<file path="src/rtl/core/fbct_pkg.sv">
package fbct_pkg;

    localparam int BUCKETS_DEF = 1024;
    localparam int WAYS_DEF    = 4;
    localparam int FOLD_SHIFT  = 16;
    localparam int BKT_W       = 16;   // widest bucket index the table supports

    localparam logic [2:0] ST_OPENED     = 3'd0;
    localparam logic [2:0] ST_ADDED      = 3'd1;
    localparam logic [2:0] ST_DONE       = 3'd2;
    localparam logic [2:0] ST_DONE_FIRST = 3'd3;
    localparam logic [2:0] ST_FULL       = 3'd4;

    typedef struct packed {
        logic [31:0]      src_addr;
        logic [15:0]      src_port;
        logic [31:0]      dst_addr;
        logic [15:0]      dst_port;
        logic [31:0]      expected_total;
        logic [15:0]      segment_bytes;
        logic [BKT_W-1:0] bucket;
    } t_item;

    typedef struct packed {
        logic full;
        logic empty;
    } t_qstat;

endpackage

</file>
<file path="src/rtl/core/fbct_queue.sv">
module fbct_queue import fbct_pkg::*; (
    input  logic   i_clk,
    input  logic   i_rst_n,
    input  logic   i_push,
    input  t_item  i_item,
    input  logic   i_pop,
    output t_item  o_item,
    output t_qstat o_qstat
);

    t_item      r_q [2];
    logic       r_wp;
    logic       r_rp;
    logic [1:0] r_cnt;

    assign o_item        = r_q[r_rp];
    assign o_qstat.full  = (r_cnt == 2'd2);
    assign o_qstat.empty = (r_cnt == 2'd0);

    always_ff @(posedge i_clk) begin
        if (!i_rst_n) begin
            r_wp  <= 1'b0;
            r_rp  <= 1'b0;
            r_cnt <= 2'd0;
        end else begin
            if (i_push) r_wp <= ~r_wp;
            if (i_pop)  r_rp <= ~r_rp;
            r_cnt <= r_cnt + {1'b0, i_push} - {1'b0, i_pop};
        end
    end

    always_ff @(posedge i_clk) begin
        if (i_push) r_q[r_wp] <= i_item;
    end

endmodule

</file>
<file path="config.mk">
export PLATFORM = sky130hd
export DESIGN_NAME = fbct_queue
export DESIGN_NICKNAME = d
export VERILOG_FILES = /design/src/rtl/core/fbct_pkg.sv /design/src/rtl/core/fbct_queue.sv
export SDC_FILE = /design/constraint.sdc
export NUM_CORES = 1
export LEC_CHECK = 0
export BUFFER_PORTS_ARGS = -buffer_cell sky130_fd_sc_hd__clkbuf_2
export CAP_MARGIN = 20
export CORE_MARGIN = 4
export CORE_UTILIZATION = 50
export CTS_CLUSTER_SIZE = 25
export DETAILED_ROUTE_END_ITERATION = 8
export HOLD_SLACK_MARGIN = 0.03
export PLACE_DENSITY = 0.75
export SLEW_MARGIN = 10
export SYNTH_ARGS = -nofsm -noshare
export SYNTH_HDL_FRONTEND = slang
export SYNTH_SLANG_ARGS = --single-unit
</file>
<file path="constraint.sdc">
create_clock -name i_clk -period 17.1 [get_ports i_clk]
set_input_delay 0.855 -clock i_clk [delete_from_list [all_inputs] [get_ports i_clk]]
set_output_delay 0.855 -clock i_clk [all_outputs]
set_load 0.01 [all_outputs]
</file>
==> impl_metrics.env <==
export IMPL_outcome="completed"
export IMPL_overflow=0
export IMPL_synth_area_top_cells="edfxtp_1, mux2_4, mux2_2"
export IMPL_ys_async_sr_fraction_pct=0
export IMPL_yosys_area_share_adder_pct=0.206
export IMPL_placed_area_um2=14100
export IMPL_synth_xor_area_share_pct=0.257
export IMPL_globalplace_congestion=0.766
export IMPL_drv_cap=0
export IMPL_crit_fanout=61
export IMPL_cts_tree="built"
export IMPL_r2r_end="r_q[1][114]"
export IMPL_clock_latency_ns=0.49
export IMPL_track_usage_pct=16.6
export IMPL_routed_via_count=5966
export IMPL_die_h_um=164
export IMPL_synth_top_area_share_pct=78.9
export IMPL_drv_slew=0
export IMPL_setup_viol_count_final=0
export IMPL_synth_edff_count=320
export IMPL_grt_first_pass_wirelength_mm=34.5
export IMPL_switching_share_pct=20.8
export IMPL_grt_max_degree=162
export IMPL_max_vdd_ir_drop_uv=79.1
export IMPL_internal_power_mw=1.44
export IMPL_ys_seq_area_share_pct=79.7
export IMPL_ys_types=14
export IMPL_wl_met1_mm=8.82
export IMPL_synthMuxAreaShare_pct=17.9
export IMPL_cts_sinks=325
export IMPL_drive_above_1_share_pct=59.8
export IMPL_synth_compound_area_share_pct=0.0617
export IMPL_dr_first_iter_drc_count=432
export IMPL_final_antenna_net_count=0
export IMPL_p_leak_nw=5.99
export IMPL_start_util_pct=51.4
export IMPL_wl_per_cell_um=19.0
export IMPL_rsz0062_at_grt="no"
export IMPL_path_clk_slew_ns=0.06
export IMPL_r2r_slack_ns=14.75
export IMPL_worstPathArrival_ns=2.99
export IMPL_core_um2=23700
export IMPL_avgSynthCellArea_um2=23.5
export IMPL_wl_mm=23.1
export IMPL_ys_ff_latch=325
export IMPL_syn_inst=519
export IMPL_reg2reg_from="r_wp"
export IMPL_cp_end_kind="output pin"
export IMPL_wl_met2_mm=10.9
export IMPL_final_util_pct=64.1
export IMPL_path_class="register to output pin"
export IMPL_syn_area_um2=12200
export IMPL_postCtsSetupRepairBufs=0
export IMPL_portBuffers=325
export IMPL_drc=0
export IMPL_yosysMostFrequentCell="edfxtp_1"
export IMPL_antenna_cells=0
export IMPL_start_kind="register"
export IMPL_min_path_type="primary input to register"
export IMPL_dr_pass1_iters=4
export IMPL_synthTopCellsByCount="edfxtp_1, mux2_4, mux2_2, buf_6, buf_2"
export IMPL_clkPwrFrac_pct=37.8
export IMPL_max_freq_ghz=0.260
export IMPL_hold_buffers=0
export IMPL_critPathCapture="o_item[106]"
export IMPL_fin_area_um2=15200
export IMPL_required_ns=16.25
export IMPL_pwr_share_seq_pct=51.5
export IMPL_power_switching_uw=379
export IMPL_post_dp_hpwl_mm=15.4
export IMPL_hold_viol_final=0
export IMPL_combPwrFrac_pct=10.6
export IMPL_synth_top_cell_by_area="edfxtp_1"
export IMPL_antenna_found_initial=1
export IMPL_die_area_um2=26900
export IMPL_yosys_area_share_simple_pct=0.442
export IMPL_worstMarginPinSlew_ns=1.05
export IMPL_die_x_um=164
export IMPL_stdcell_count=1212
export IMPL_dp_cells=1151
export IMPL_ctsRootBufferMaster="clkbuf_16"
export IMPL_slew_headroom_pct=30.1
export IMPL_synth_top_family_by_area="multiplexers"
export IMPL_fin_setup_tns_ns=0
export IMPL_synth_ff_type="edfxtp_1"
export IMPL_yosysWarnings=0
export IMPL_min_path_cells=1
export IMPL_numCtsBuffers=34
export IMPL_ctsHtreeMaxLevel=2
export IMPL_cts_resized=0
export IMPL_top_layer="met5"
export IMPL_dr_wl_met3_mm=2.66
export IMPL_syn_to_final_growth_pct=24.7
export IMPL_nNetsFinal=1034
export IMPL_fin_crit_ns=3.84
export IMPL_rr_worst_depth=3
export IMPL_io_pins=326
export IMPL_grt_pass1_vias=6423
export IMPL_syn_nets=685
export IMPL_fin_crit_sh_pct=22.5
export IMPL_clk_path_buf_depth=3
export IMPL_vias_per_cell=4.92
export IMPL_powerDensity_nw_per_um2=120
export IMPL_skew_ns=0.0142
export IMPL_rows=56
final cells by class:
class | instances | area [um^2]
Multi-Input combinational cell | 174 | 2300
Sequential cell | 325 | 9710
Fill cell | 1691 | 8500
Clock buffer | 47 | 921
Tap cell | 319 | 399
Clock inverter | 14 | 138
Inverter | 2 | 7.51
Timing Repair Buffer | 331 | 1700
state kept, by name, indices dropped and copies added (netlist names), named ones only:
register  count
r_wp          1
r_rp          1
r_q         320
r_cnt         2
cells in the final DEF, fill, tap and decap left out, drive strengths merged:
master,Yosys,layout
xnor3,1,1
clkinv,0,10
buf,18,6
nor2,1,1
mux2,160,160
dfxtp,5,5
o21a,1,1
bufinv,0,3
edfxtp,320,320
clkbuf,0,372
nor2b,4,4
xor2,1,1
and2,4,4
ha,2,2
inv,2,3
through the flow:
stage | total power, mW | hold WS [ns] | setup WS (ns)
after floorplan | 1.08 | 0.555 | 8.60
after global placement | 1.15 | 0.557 | 13.62
after detailed placement | 1.15 | 0.560 | 13.72
after CTS | 1.85 | 0.524 | 13.20
after global routing | 1.90 | 0.524 | 13.09
final | 1.82 | 0.554 | 13.26
power by group through the flow:
stage | sequential [mW] | combinational (mW) | clock (mW)
2_1_floorplan | 0.954 | 0.123 | 0
3_3_place_gp | 0.953 | 0.192 | 0
3_5_place_dp | 0.956 | 0.196 | 0
4_1_cts | 0.940 | 0.197 | 0.710
5_1_grt | 0.943 | 0.208 | 0.744
6_report | 0.939 | 0.194 | 0.690
worst min-delay path by stage:
stage / startpoint / endpoint
after floorplan: r_rp / register
after detailed placement: r_rp / register
after global placement: r_rp / register
after global routing: i_item[11] / r_q[0][11]
after CTS: i_item[14] / r_q[0][14]
final: i_item[14] / r_q[0][14]
critical path, stage by stage, from the launching register on:
cell and delay, ns:
dfxtp_4 0.98, buf_4 0.92, mux2_4 0.36, clkbuf_2 0.14
logic make-up after synthesis:
| family | Yosys count |
|---|---|
| XOR/XNOR | 2 |
| AO/OA/AOI/OAI | 1 |
| adder cells (fa/ha/maj) | 2 |
| flip-flops | 325 |
| AND/OR/NAND/NOR | 9 |
| buffers and inverters | 20 |
| multiplexers | 160 |
per-layer routing:
metal  global-route usage (%)  vias to the layer above
met3                     7.28                       43
met5                        0                        -
li1                         -                     2767
met4                     5.83                        2
met1                     19.9                     2882
met2                     27.1                      272
Note: power is estimated with default switching activity, not from simulation.
